--- src/rtl/core/mbrx_pkg.sv ---
`timescale 1ns / 1ps

package mbrx_pkg;

  localparam int MaxFrameDefault = 256;

  localparam logic [7:0]  StationResetVal = 8'd1;
  localparam logic [15:0] SilenceResetVal = 16'd35;
  localparam logic [15:0] CrcInit         = 16'hFFFF;
  localparam logic [15:0] CrcPoly         = 16'hA001;

  localparam logic [7:0] FuncMax      = 8'd127;
  localparam logic [7:0] FuncFixedMin = 8'd1;
  localparam logic [7:0] FuncFixedMax = 8'h04;
  localparam int         FixedLen     = 8;

  localparam int FlagW = 6;
  typedef enum logic [2:0] {
    FlagAddr   = 3'd0,
    FlagLen    = 3'd1,
    FlagFunc   = 3'd2,
    FlagBroken = 3'd3,
    FlagCrc    = 3'd4,
    FlagOk     = 3'd5
  } flag_bit_e;

  localparam int NumCnt = 5;
  typedef enum logic [2:0] {
    CntCrc    = 3'd0,
    CntAddr   = 3'd1,
    CntFunc   = 3'd2,
    CntBroken = 3'd3,
    CntGood   = 3'd4
  } cnt_slot_e;

  typedef enum logic {
    RegStation = 1'b0,
    RegSilence = 1'b1
  } reg_sel_e;

  localparam int PaddrW = 3;

endpackage

--- src/rtl/core/mbrx_in_if.sv ---
`timescale 1ns / 1ps

interface mbrx_in_if ();
  logic       valid;
  logic       ready;
  logic       op;
  logic [7:0] rx_byte;

  modport source (output valid, output op, output rx_byte, input ready);
  modport sink (input valid, input op, input rx_byte, output ready);
endinterface

--- src/rtl/core/mbrx_out_if.sv ---
`timescale 1ns / 1ps

interface mbrx_out_if ();
  logic        valid;
  logic        ready;
  logic [5:0]  status_flags;
  logic [8:0]  frame_length;
  logic [7:0]  function_code;
  logic [15:0] crc_error_count;
  logic [15:0] address_error_count;
  logic [15:0] function_error_count;
  logic [15:0] broken_frame_count;
  logic [15:0] good_frame_count;

  modport source (
    output valid, output status_flags, output frame_length, output function_code,
    output crc_error_count, output address_error_count, output function_error_count,
    output broken_frame_count, output good_frame_count, input ready
  );
  modport sink (
    input valid, input status_flags, input frame_length, input function_code,
    input crc_error_count, input address_error_count, input function_error_count,
    input broken_frame_count, input good_frame_count, output ready
  );
endinterface

--- src/rtl/core/mbrx_crc16.sv ---
`timescale 1ns / 1ps

module mbrx_crc16 import mbrx_pkg::*; (
  input  logic [15:0] crc_i,
  input  logic [7:0]  data_i,
  output logic [15:0] crc_o
);

  always_comb begin
    logic [15:0] c;
    c = crc_i ^ {8'h00, data_i};
    for (int i = 0; i < 8; i++) begin
      if (c[0]) begin
        c = (c >> 1) ^ CrcPoly;
      end else begin
        c = c >> 1;
      end
    end
    crc_o = c;
  end

endmodule

--- src/rtl/core/modbus_rtu_frame_receiver.sv ---
`timescale 1ns / 1ps

// Modbus RTU receiver: takes one beat per cycle, either a received byte or a 0.1 ms tick,
// and gives one status beat when the line has been silent for more than silence_ticks
// ticks after the last byte. A beat passes an input register and is processed when the
// result register is free or read; a CRC byte update or a tick compare updates the frame
// state and, at a frame's end, loads the result register. So a new beat is taken every
// cycle unless the sink stalls. The result register holds while the sink stalls, and
// the input side then stalls only once the input register is full too.
// Configuration is by APB at byte address 0 (station address) and 4 (silence ticks).
module modbus_rtu_frame_receiver import mbrx_pkg::*; #(
  parameter int MaxFrame = MaxFrameDefault
) (
  input  logic              clk_i,
  input  logic              rst_ni,
  input  logic              psel,
  input  logic              penable,
  input  logic              pwrite,
  input  logic [PaddrW-1:0] paddr,
  input  logic [31:0]       pwdata,
  output logic [31:0]       prdata,
  output logic              pready,
  mbrx_in_if.sink           item_i,
  mbrx_out_if.source        result_o
);

  localparam int CntW = $clog2(MaxFrame + 2);
  localparam logic [CntW-1:0] LenSat = CntW'(MaxFrame + 1);
  localparam logic [CntW-1:0] LenMax = CntW'(MaxFrame);

  // config registers
  logic [7:0]  station_q;
  logic [15:0] silence_ticks_q;
  logic        cfg_wr;
  reg_sel_e    cfg_sel;

  assign pready  = 1'b1;
  assign cfg_wr  = psel && penable && pwrite;
  assign cfg_sel = reg_sel_e'(paddr[2]);

  always_ff @(posedge clk_i or negedge rst_ni) begin
    if (!rst_ni) begin
      station_q       <= StationResetVal;
      silence_ticks_q <= SilenceResetVal;
    end else if (cfg_wr) begin
      unique case (cfg_sel)
        RegStation: station_q       <= pwdata[7:0];
        RegSilence: silence_ticks_q <= pwdata[15:0];
        default: ;
      endcase
    end
  end

  always_comb begin
    unique case (cfg_sel)
      RegStation: prdata = {24'h0, station_q};
      RegSilence: prdata = {16'h0, silence_ticks_q};
      default:    prdata = '0;
    endcase
  end

  // input register
  logic       s0_valid_q;
  logic       s0_op_q;
  logic [7:0] s0_byte_q;
  logic       s1_go;

  assign s1_go        = s0_valid_q && (!result_o.valid || result_o.ready);
  assign item_i.ready = !s0_valid_q || s1_go;

  always_ff @(posedge clk_i or negedge rst_ni) begin
    if (!rst_ni) begin
      s0_valid_q <= 1'b0;
    end else if (item_i.ready) begin
      s0_valid_q <= item_i.valid;
    end
  end

  always_ff @(posedge clk_i) begin
    if (item_i.valid && item_i.ready) begin
      s0_op_q   <= item_i.op;
      s0_byte_q <= item_i.rx_byte;
    end
  end

  // frame state
  logic [15:0]     silence_q, silence_d;
  logic            timer_q, timer_d;
  logic [CntW-1:0] bcnt_q, bcnt_d;
  logic [7:0]      faddr_q, faddr_d;
  logic [7:0]      ffunc_q, ffunc_d;
  logic [15:0]     crc_q, crc_d, crc_next;
  logic [7:0]      held0_q, held0_d, held1_q, held1_d;
  logic [15:0]     evt_q [NumCnt];
  logic [15:0]     evt_d [NumCnt];
  logic [16:0]     silence_inc;
  logic [FlagW-1:0] flags;
  logic            emit;

  mbrx_crc16 u_crc (
    .crc_i  (crc_q),
    .data_i (held0_q),
    .crc_o  (crc_next)
  );

  assign silence_inc = {1'b0, silence_q} + 17'd1;

  always_comb begin
    flags = '0;
    if (faddr_q != station_q) flags[FlagAddr] = 1'b1;
    if (bcnt_q > LenMax) flags[FlagLen] = 1'b1;
    if (ffunc_q > FuncMax) begin
      flags[FlagFunc] = 1'b1;
    end else if (ffunc_q >= FuncFixedMin && ffunc_q <= FuncFixedMax &&
                 bcnt_q != CntW'(FixedLen)) begin
      flags[FlagBroken] = 1'b1;
    end
    if (bcnt_q < CntW'(2)) flags[FlagBroken] = 1'b1;
    if (flags == '0) begin
      if (held0_q == crc_q[7:0] && held1_q == crc_q[15:8]) begin
        flags[FlagOk] = 1'b1;
      end else begin
        flags[FlagCrc] = 1'b1;
      end
    end
  end

  always_comb begin
    silence_d = silence_q;
    timer_d   = timer_q;
    bcnt_d    = bcnt_q;
    faddr_d   = faddr_q;
    ffunc_d   = ffunc_q;
    crc_d     = crc_q;
    held0_d   = held0_q;
    held1_d   = held1_q;
    evt_d     = evt_q;
    emit      = 1'b0;
    if (s1_go) begin
      if (!s0_op_q) begin
        if (bcnt_q == '0) faddr_d = s0_byte_q;
        else if (bcnt_q == CntW'(1)) ffunc_d = s0_byte_q;
        if (bcnt_q >= CntW'(2)) crc_d = crc_next;
        held0_d = held1_q;
        held1_d = s0_byte_q;
        if (bcnt_q < LenSat) bcnt_d = bcnt_q + CntW'(1);
        silence_d = '0;
        timer_d   = 1'b1;
      end else if (timer_q) begin
        if (silence_inc <= {1'b0, silence_ticks_q}) begin
          silence_d = silence_inc[15:0];
        end else begin
          emit = 1'b1;
          if (flags[FlagCrc])    evt_d[CntCrc]    = evt_q[CntCrc] + 16'd1;
          if (flags[FlagAddr])   evt_d[CntAddr]   = evt_q[CntAddr] + 16'd1;
          if (flags[FlagFunc])   evt_d[CntFunc]   = evt_q[CntFunc] + 16'd1;
          if (flags[FlagBroken]) evt_d[CntBroken] = evt_q[CntBroken] + 16'd1;
          if (flags[FlagOk])     evt_d[CntGood]   = evt_q[CntGood] + 16'd1;
          silence_d = '0;
          timer_d   = 1'b0;
          bcnt_d    = '0;
          faddr_d   = '0;
          ffunc_d   = '0;
          crc_d     = CrcInit;
          held0_d   = '0;
          held1_d   = '0;
        end
      end
    end
  end

  always_ff @(posedge clk_i or negedge rst_ni) begin
    if (!rst_ni) begin
      silence_q <= '0;
      timer_q   <= 1'b0;
      bcnt_q    <= '0;
      faddr_q   <= '0;
      ffunc_q   <= '0;
      crc_q     <= CrcInit;
      held0_q   <= '0;
      held1_q   <= '0;
      for (int i = 0; i < NumCnt; i++) evt_q[i] <= '0;
    end else begin
      silence_q <= silence_d;
      timer_q   <= timer_d;
      bcnt_q    <= bcnt_d;
      faddr_q   <= faddr_d;
      ffunc_q   <= ffunc_d;
      crc_q     <= crc_d;
      held0_q   <= held0_d;
      held1_q   <= held1_d;
      evt_q     <= evt_d;
    end
  end

  // result register
  logic             out_valid_q;
  logic [FlagW-1:0] out_flags_q;
  logic [8:0]       out_len_q;
  logic [7:0]       out_func_q;
  logic [15:0]      out_evt_q [NumCnt];
  logic [31:0]      len_ext;

  assign len_ext = 32'(bcnt_q);

  always_ff @(posedge clk_i or negedge rst_ni) begin
    if (!rst_ni) begin
      out_valid_q <= 1'b0;
    end else if (emit) begin
      out_valid_q <= 1'b1;
    end else if (result_o.ready) begin
      out_valid_q <= 1'b0;
    end
  end

  always_ff @(posedge clk_i) begin
    if (emit) begin
      out_flags_q <= flags;
      out_len_q   <= len_ext[8:0];
      out_func_q  <= ffunc_q;
      out_evt_q   <= evt_d;
    end
  end

  assign result_o.valid                = out_valid_q;
  assign result_o.status_flags         = out_flags_q;
  assign result_o.frame_length         = out_len_q;
  assign result_o.function_code        = out_func_q;
  assign result_o.crc_error_count      = out_evt_q[CntCrc];
  assign result_o.address_error_count  = out_evt_q[CntAddr];
  assign result_o.function_error_count = out_evt_q[CntFunc];
  assign result_o.broken_frame_count   = out_evt_q[CntBroken];
  assign result_o.good_frame_count     = out_evt_q[CntGood];

  // checks
  a_idle_silent: assert property (@(posedge clk_i) disable iff (!rst_ni)
    !timer_q |-> silence_q == '0)
    else $error("silence count runs while timer stopped");

  a_len_bound: assert property (@(posedge clk_i) disable iff (!rst_ni)
    bcnt_q <= LenSat)
    else $error("byte count past saturation");

  a_crc_verdict_alone: assert property (@(posedge clk_i) disable iff (!rst_ni)
    emit && (flags[FlagOk] || flags[FlagCrc]) |-> flags[FlagBroken:FlagAddr] == '0)
    else $error("crc verdict mixed with other flags");

  a_good_count: assert property (@(posedge clk_i) disable iff (!rst_ni)
    emit && flags[FlagOk] |=> evt_q[CntGood] == $past(evt_q[CntGood]) + 16'd1)
    else $error("good frame counter not advanced");

endmodule

--- src/flat_wrapper.sv ---
// flat-port wrapper written by rule: the top's interface ports become plain ports
module modbus_rtu_frame_receiver_flat import mbrx_pkg::*;
#(
  parameter int MaxFrame = MaxFrameDefault
)
  (clk_i, rst_ni, psel, penable, pwrite, paddr, pwdata, prdata, pready, item_i_valid, item_i_op, item_i_rx_byte, item_i_ready, result_o_valid, result_o_status_flags, result_o_frame_length, result_o_function_code, result_o_crc_error_count, result_o_address_error_count, result_o_function_error_count, result_o_broken_frame_count, result_o_good_frame_count, result_o_ready);
  mbrx_in_if item_i_i ();
  mbrx_out_if result_o_i ();
  input  logic clk_i;
  input  logic rst_ni;
  input  logic psel;
  input  logic penable;
  input  logic pwrite;
  input  logic [PaddrW-1:0] paddr;
  input  logic [31:0] pwdata;
  output logic [31:0] prdata;
  output logic pready;
  input wire logic [$bits(item_i_i.valid)-1:0] item_i_valid;
  input wire logic [$bits(item_i_i.op)-1:0] item_i_op;
  input wire logic [$bits(item_i_i.rx_byte)-1:0] item_i_rx_byte;
  output wire logic [$bits(item_i_i.ready)-1:0] item_i_ready;
  output wire logic [$bits(result_o_i.valid)-1:0] result_o_valid;
  output wire logic [$bits(result_o_i.status_flags)-1:0] result_o_status_flags;
  output wire logic [$bits(result_o_i.frame_length)-1:0] result_o_frame_length;
  output wire logic [$bits(result_o_i.function_code)-1:0] result_o_function_code;
  output wire logic [$bits(result_o_i.crc_error_count)-1:0] result_o_crc_error_count;
  output wire logic [$bits(result_o_i.address_error_count)-1:0] result_o_address_error_count;
  output wire logic [$bits(result_o_i.function_error_count)-1:0] result_o_function_error_count;
  output wire logic [$bits(result_o_i.broken_frame_count)-1:0] result_o_broken_frame_count;
  output wire logic [$bits(result_o_i.good_frame_count)-1:0] result_o_good_frame_count;
  input wire logic [$bits(result_o_i.ready)-1:0] result_o_ready;
  assign item_i_i.valid = item_i_valid;
  assign item_i_i.op = item_i_op;
  assign item_i_i.rx_byte = item_i_rx_byte;
  assign item_i_ready = item_i_i.ready;
  assign result_o_valid = result_o_i.valid;
  assign result_o_status_flags = result_o_i.status_flags;
  assign result_o_frame_length = result_o_i.frame_length;
  assign result_o_function_code = result_o_i.function_code;
  assign result_o_crc_error_count = result_o_i.crc_error_count;
  assign result_o_address_error_count = result_o_i.address_error_count;
  assign result_o_function_error_count = result_o_i.function_error_count;
  assign result_o_broken_frame_count = result_o_i.broken_frame_count;
  assign result_o_good_frame_count = result_o_i.good_frame_count;
  assign result_o_i.ready = result_o_ready;
  modbus_rtu_frame_receiver #(.MaxFrame(MaxFrame)) u_core (.clk_i(clk_i), .rst_ni(rst_ni), .psel(psel), .penable(penable), .pwrite(pwrite), .paddr(paddr), .pwdata(pwdata), .prdata(prdata), .pready(pready), .item_i(item_i_i), .result_o(result_o_i));
endmodule
--- config.mk ---
export PLATFORM = sky130hd
export DESIGN_NAME = modbus_rtu_frame_receiver_flat
export DESIGN_NICKNAME = d
export VERILOG_FILES = /design/src/rtl/core/mbrx_pkg.sv /design/src/rtl/core/mbrx_in_if.sv /design/src/rtl/core/mbrx_out_if.sv /design/src/rtl/core/mbrx_crc16.sv /design/src/rtl/core/modbus_rtu_frame_receiver.sv /design/src/flat_wrapper.sv
export SDC_FILE = /design/constraint.sdc
export NUM_CORES = 1
export LEC_CHECK = 0
export ABC_AREA = 1
export BUFFER_PORTS_ARGS = -buffer_cell sky130_fd_sc_hd__buf_2
export CAP_MARGIN = 20
export CORE_UTILIZATION = 60
export DETAILED_ROUTE_END_ITERATION = 10
export PLACE_DENSITY_LB_ADDON = 0.08
export SYNTH_ARGS = -nofsm -noshare
export SYNTH_HDL_FRONTEND = slang
export SYNTH_HIERARCHICAL = 1
export SYNTH_SLANG_ARGS = --single-unit
--- constraint.sdc ---
create_clock -name clk_i -period 6.4 [get_ports clk_i]
set_input_delay 0.64 -clock clk_i [delete_from_list [all_inputs] [get_ports clk_i]]
set_output_delay 0.64 -clock clk_i [all_outputs]
set_load 0.005 [all_outputs]
; Word level (Yosys, flattened, before mapping)
; Cells that the tools add are included.
[totals]
register_bits = 292
input_bits = 51
elab_cells = 142
[classes]
add_sub_neg = 7
n_lt_le_gt_ge = 8
eq_ne = 8
mux = 56
bitwise_logic = 10
n_reduce_logical = 26
[op_table]
columns = operator, n
row1 = $mux 16, 20
row2 = $mux 80, 4
row3 = $add 16x1->16 const B, 5
row4 = $mux 8, 9
row5 = $pmux 32 s2, 1
row6 = $mux 9, 4
row7 = $not 2->3, 8
row8 = $add 16x1->17 const B, 1
row9 = $le 17x16->1, 1
row10 = $mux 1, 17
row11 = $eq 8x8->1, 2
row12 = $xor 16x8->16, 1
row13 = $reduce_and 4->1, 3
row14 = $reduce_bool 2->1, 5
row15 = $add 9x1->9 const B, 1
row16 = $eq 9x1->1 const B, 1
row17 = $ge 9x2->1 const B, 1
row18 = $gt 9x9->1 const B, 1
row19 = $logic_not 9->1, 1
row20 = $lt 9x2->1 const B, 1
row21 = $lt 9x9->1 const B, 1
row22 = $ne 9x4->1 const B, 1
row23 = $ge 8x1->1 const B, 1
row24 = $gt 8x7->1 const B, 1
row25 = 13 further kinds, 24

; Logic depth before layout (Yosys ltp)
[logic_depth]
ltp_word = 19
ltp_mapped = 26
mapped_depth_nobuf = 25

; By module
; Netlist, hierarchy kept.
[modules_own_cells]
columns = mod, n_inst, cells_per_inst, area_per_inst_um2, seq_area_each_um2
row1 = modbus_rtu_frame_receiver, 1, 1278, 13090.1, 7892.6
row2 = mbrx_crc16, 1, 65, 445.4, 0.0

; Least setup slack after synthesis
; Ideal clock, no wire load.
[synth_timing]
kind = register -> register
start = reg u_core.silence_q[0]
end = reg u_core.out_evt_q, in the netlist u_core/result_o.address_error_count[1], data pin
setup_time_ps = 263
arrival_time_ps = 3811
required_time_ps = 6137
setup_slack_ps = 2326
path_stages_with_launch = 20
period_less_slack_ps = 4074
cell_sequence = dfrtp_1 -> ha_1 -> nand2_2 -> nor3_1 -> nand2_1 -> or3_1 -> xor2_1 -> inv_1 -> ha_1 -> nand2_1 -> nor3_2 -> nand2_1 -> nor2_1 -> nand2_2 -> nand2_4 -> nand3_4 -> inv_1 -> buf_4 -> nand2_1 -> mux2_2
[synth_rtl]
columns = element, line_no
row1 = "start, declared", modbus_rtu_frame_receiver.sv:87  ; logic [15:0] silence_q, silence_d;
row2 = "start signal, assigned", modbus_rtu_frame_receiver.sv:184  ; silence_q <= silence_d;
row3 = "end signal, assigned", modbus_rtu_frame_receiver.sv:221  ; out_evt_q <= evt_d;
row4 = "end, declared", modbus_rtu_frame_receiver.sv:201  ; logic [15:0] out_evt_q [NumCnt];

; Worst setup path after layout
[layout_timing]
start = reg u_core.silence_q[0]
end = reg u_core.out_func_q[5] (netlist: u_core/result_o.function_code[5]) (enable)
[layout_between]
elab_chain_cells = 6
[layout_rtl]
columns = element, line_no
row1 = $add 16x1->17, modbus_rtu_frame_receiver.sv:106  ; assign silence_inc = {1'b0, silence_q} + 17'd1;
row2 = $le 17x16->1, modbus_rtu_frame_receiver.sv:150  ; if (silence_inc <= {1'b0, silence_ticks_q}) begin
row3 = $mux 1, modbus_rtu_frame_receiver.sv:150
row4 = $mux 1, modbus_rtu_frame_receiver.sv:149  ; end else if (timer_q) begin
row5 = $mux 1, modbus_rtu_frame_receiver.sv:140  ; if (!s0_op_q) begin
row6 = $mux 1, modbus_rtu_frame_receiver.sv:139  ; if (s1_go) begin
row7 = "end signal, assigned", modbus_rtu_frame_receiver.sv:220  ; out_func_q <= ffunc_q;
row8 = "end, declared", modbus_rtu_frame_receiver.sv:200  ; logic [7:0] out_func_q;
; No other way between the ends.
; A chain may end at the register's enable or synchronous reset.

==> run_results.csv <==
group,metric,value,unit
worst_setup_path,cp_data_arrival_time,4840,ps
routing,via_per_inst,5.209,
worst_setup_path,timing.critical_path.from_type,"flip-flop",
power_and_ir_drop,fin_total_pwr,4813,uW
finish,area_growth_syn_to_layout,14.58,%
finish,post_route_cells_drive_above_1_share,20.13,%
global_route,grtUsageTotal,24.48,%
power_and_ir_drop,worst_ir_drop_on_vdd,208.0,uV
worst_setup_path,worstSetupEndpointType,"flip-flop",
routing,detail_route.iter0.violations,567,
sta,clock-skew-final,19.75,ps
floorplan,die-height,152.2,um
floorplan,design.core.area,21960,sq um
finish,final_net_count,1577,
synthesis,ys.warnings.count,6,
synthesis,netlist_instances,1343,
global_route,grt_start_max_net_pins,106,
floorplan,rows,54,
finish,most-common-layout-cells,"sky130_fd_sc_hd__nand2_1, sky130_fd_sc_hd__inv_1, sky130_fd_sc_hd__dfrtp_1, sky130_fd_sc_hd__buf_2, sky130_fd_sc_hd__edfxtp_1",
clock_network,cts_tree,"done",
power_and_ir_drop,leakagePower,0.007226,uW
routing,drt-wirelength-per-cell,15.30,um
floorplan,ios,189,
routing,detailedRoute.firstPassIterationCount,8,
sta,max-slew-margin-rel,34.29,%
worst_setup_path,timing.critical_path.required,6610,ps
run_status,failed_checks,"DRC",
clock_network,clockBufferDepth,3,
clock_network,h-tree-depth,1,
routing,drc,10,
global_route,met1_usage,33.54,%
sta,timing_worst_slew_pin_value,985.7,ps
worst_setup_path,cp_max_fo,51,
clock_network,cts_setup_buffers,0,
worst_hold_path,min_path_type,"in -> async",
worst_setup_path,start_to_end_type_of_the_worst_setup_path,"reg -> reg",
finish,antenna_cells_inserted,0,
sta,grt_setup_unrepaired,"no",
placed_design,port_buffers,153,
clock_network,clk_root_buffer_cell,"sky130_fd_sc_hd__clkbuf_16",
global_route,first_global_vias,9172,
routing,drt-total-wl,27610,um
global_route,overflow_left_after_global_routing,0,
routing,route.vias.total,9403,
floorplan,design.die.area,23160,sq um
floorplan,die_width,152.2,um
routing,ant_nets,0,
sta,fmax,216.2,MHz
clock_network,cts_buffers,30,
job,max_cap_viol_count,0,
sta,timing.final.setup_violations,0,
placed_design,hpwl,19380,um
synthesis,average_cell_area_after_synthesis,10.08,sq um
power_and_ir_drop,power.density_cell_area,310.3,nW/um^2
clock_network,number_of_clock_sinks,292,
global_route,grt-busiest-layer,"met2",
run_status,status,"finished with violations",
sta,timing.final.max_slew_violations,0,
floorplan,initial_utilization,61.64,%
synthesis,count_of_different_cell_masters_after_synthesis,49,
global_route,grt_use_met2,39.96,%
clock_network,insertion_delay,570,ps
clock_network,path_clk_slew,60,ps
global_route,met3_usage_in_global_routing,5.119,%
global_route,grt_first_pass_wirelength,45420,um
global_route,grt_antenna_before_repair,0,
sta,period_share,72.26,%
synthesis,flip_flop_and_latch_count_after_synthesis,292,
placed_design,gpl.final_weighted_congestion,0.8629,
clock_network,post_cts.resized_instances,0,
synthesis,post_synth_instance_area,13540,sq um
synthesis,synth_seq_area_share,58.31,%
clock_network,holdBufCountCts,0,
finish,fill_cell_total_of_the_finished_layout,1671,
sta,timing.final.hold_violations,0,
sta,finalCriticalPeriod,4624,ps
sta,fin_tns_setup,0,ps
finish,multi_input_comb_area,4690,sq um
finish,ff_latch_area,7893,sq um
finish,mostFrequentLayoutCell,"sky130_fd_sc_hd__nand2_1",
cell type report:
type / instances / area share [%]
inverters: 186 / 4.534
clock buffers: 42 / 5.454
multi-input cells: 833 / 30.24
repair buffers: 158 / 5.220
well taps: 280 / 2.259
clock inverters: 14 / 1.404
flip-flops and latches: 292 / 50.89
synth_stat cells (all sizes together):
cell type	number	area, sq um
nand3b	4	30.03
nand4	35	225.2
dfstp	20	525.5
clkbuf	12	48.79
nor3b	2	15.01
conb	2	7.510
nand3	58	355.3
or3	1	6.260
a311oi	1	8.760
and3	1	6.260
mux2	4	45.04
xor2	64	560.5
o21a	1	7.510
o41ai	1	8.760
xnor2	33	304.0
a21o	3	22.52
o21ai	109	545.5
ha	25	312.8
dfrtp	160	4004
nand2	326	1331
nor3	22	152.7
a21oi	17	85.08
inv	186	700.7
nor4	6	43.79
buf	35	260.3
edfxtp	112	3363
nor2	93	496.7
o22ai	10	62.56
report_power, final:
group | internal (uW) | switching, uW | leakage (uW)
combinational | 273 | 472 | 0.00351
clock | 1120 | 716 | 0.000514
sequential | 2100 | 124 | 0.00320
total | 3500 | 1310 | 0.00723
cell families (layout without fill, tap and decap cells):
logic type / after synthesis / count (layout) / synth area share [%]
and+or+nand+nor: 548 / 548 / 19.67
DFF: 292 / 292 / 58.31
buffers and inverters: 233 / 400 / 7.460
AOI/OAI and AO/OA: 142 / 142 / 5.472
xor gates and xnor gates: 97 / 97 / 6.388
adders and majority gates: 25 / 25 / 2.311
muxes: 4 / 4 / 0.3328
other: 2 / 17 / 0.05548
critical path, stage by stage, from the launching register on:
cell and delay [ps]:
sky130_fd_sc_hd__dfrtp_1 420, sky130_fd_sc_hd__ha_1 220, sky130_fd_sc_hd__nand2_2 90, sky130_fd_sc_hd__nor3_1 260, sky130_fd_sc_hd__nand2_1 130, sky130_fd_sc_hd__or3_1 340, sky130_fd_sc_hd__xor2_1 220, sky130_fd_sc_hd__inv_1 70
sky130_fd_sc_hd__ha_1 310, sky130_fd_sc_hd__nand2_1 70, sky130_fd_sc_hd__nor3_2 180, sky130_fd_sc_hd__nand2_1 70, sky130_fd_sc_hd__nor2_1 130, sky130_fd_sc_hd__nand2_2 70, sky130_fd_sc_hd__nand2_4 70, sky130_fd_sc_hd__nand3_4 400
sky130_fd_sc_hd__inv_4 680, sky130_fd_sc_hd__buf_4 490
layer usage:
metal | vias to the layer above | part of all wire, %
met2 | 249 | 46
met1 | 4459 | 45
met4 | 0 | 1.9
li1 | 4651 | -
met3 | 44 | 6.6
met5 | - | 0
registers in the layout (all words and copies together) (netlist names), 9 cells and up:
name and flops:
u_core/bcnt_q 9, u_core/crc_q 16, u_core/evt_q 80, u_core/result_o.address_error_count 16
u_core/result_o.broken_frame_count 16, u_core/result_o.crc_error_count 16, u_core/result_o.frame_length 9, u_core/result_o.function_error_count 16
u_core/result_o.good_frame_count 16, u_core/silence_q 16, u_core/silence_ticks_q 16
final timing paths:
kind | startpoint | end | slack (ps) | cells after the start
max in group asynchronous | rst_ni | u_core/held0_q[7]$_DFFE_PN0P_ | 4630 | 2
min | rst_ni | u_core/held0_q[1]$_DFFE_PN0P_ | 210 | 1
min reg2reg | u_core/evt_q[31]$_DFF_PN0_ | u_core/evt_q[31]$_DFF_PN0_ | 490 | 2
min in group clk_i | item_i_rx_byte[0] | u_core/s0_byte_q[0]$_DFFE_PP_ | 250 | 1
max | u_core/silence_q[0]$_DFFE_PN0P_ | u_core/result_o.function_code[5]$_DFFE_PP_ | 1780 | 17
max reg2reg | u_core/silence_q[0]$_DFFE_PN0P_ | u_core/result_o.function_code[5]$_DFFE_PP_ | 1780 | 17
stage by stage:
stage	cell area (sq um)	setup WS (ps)	instances	hold WS, ps	utilization [%]
floorplan	13590	2326	1358	344.4	-
global placement	14450	1825	1749	463.3	65.78
detailed placement	14450	1810	1749	477.4	65.78
CTS	15510	1770	1805	232.4	70.63
global route	15510	1424	1805	236.1	70.63
finish	15510	1776	1805	207.9	70.63
Power figures use the tool's default switching activity.
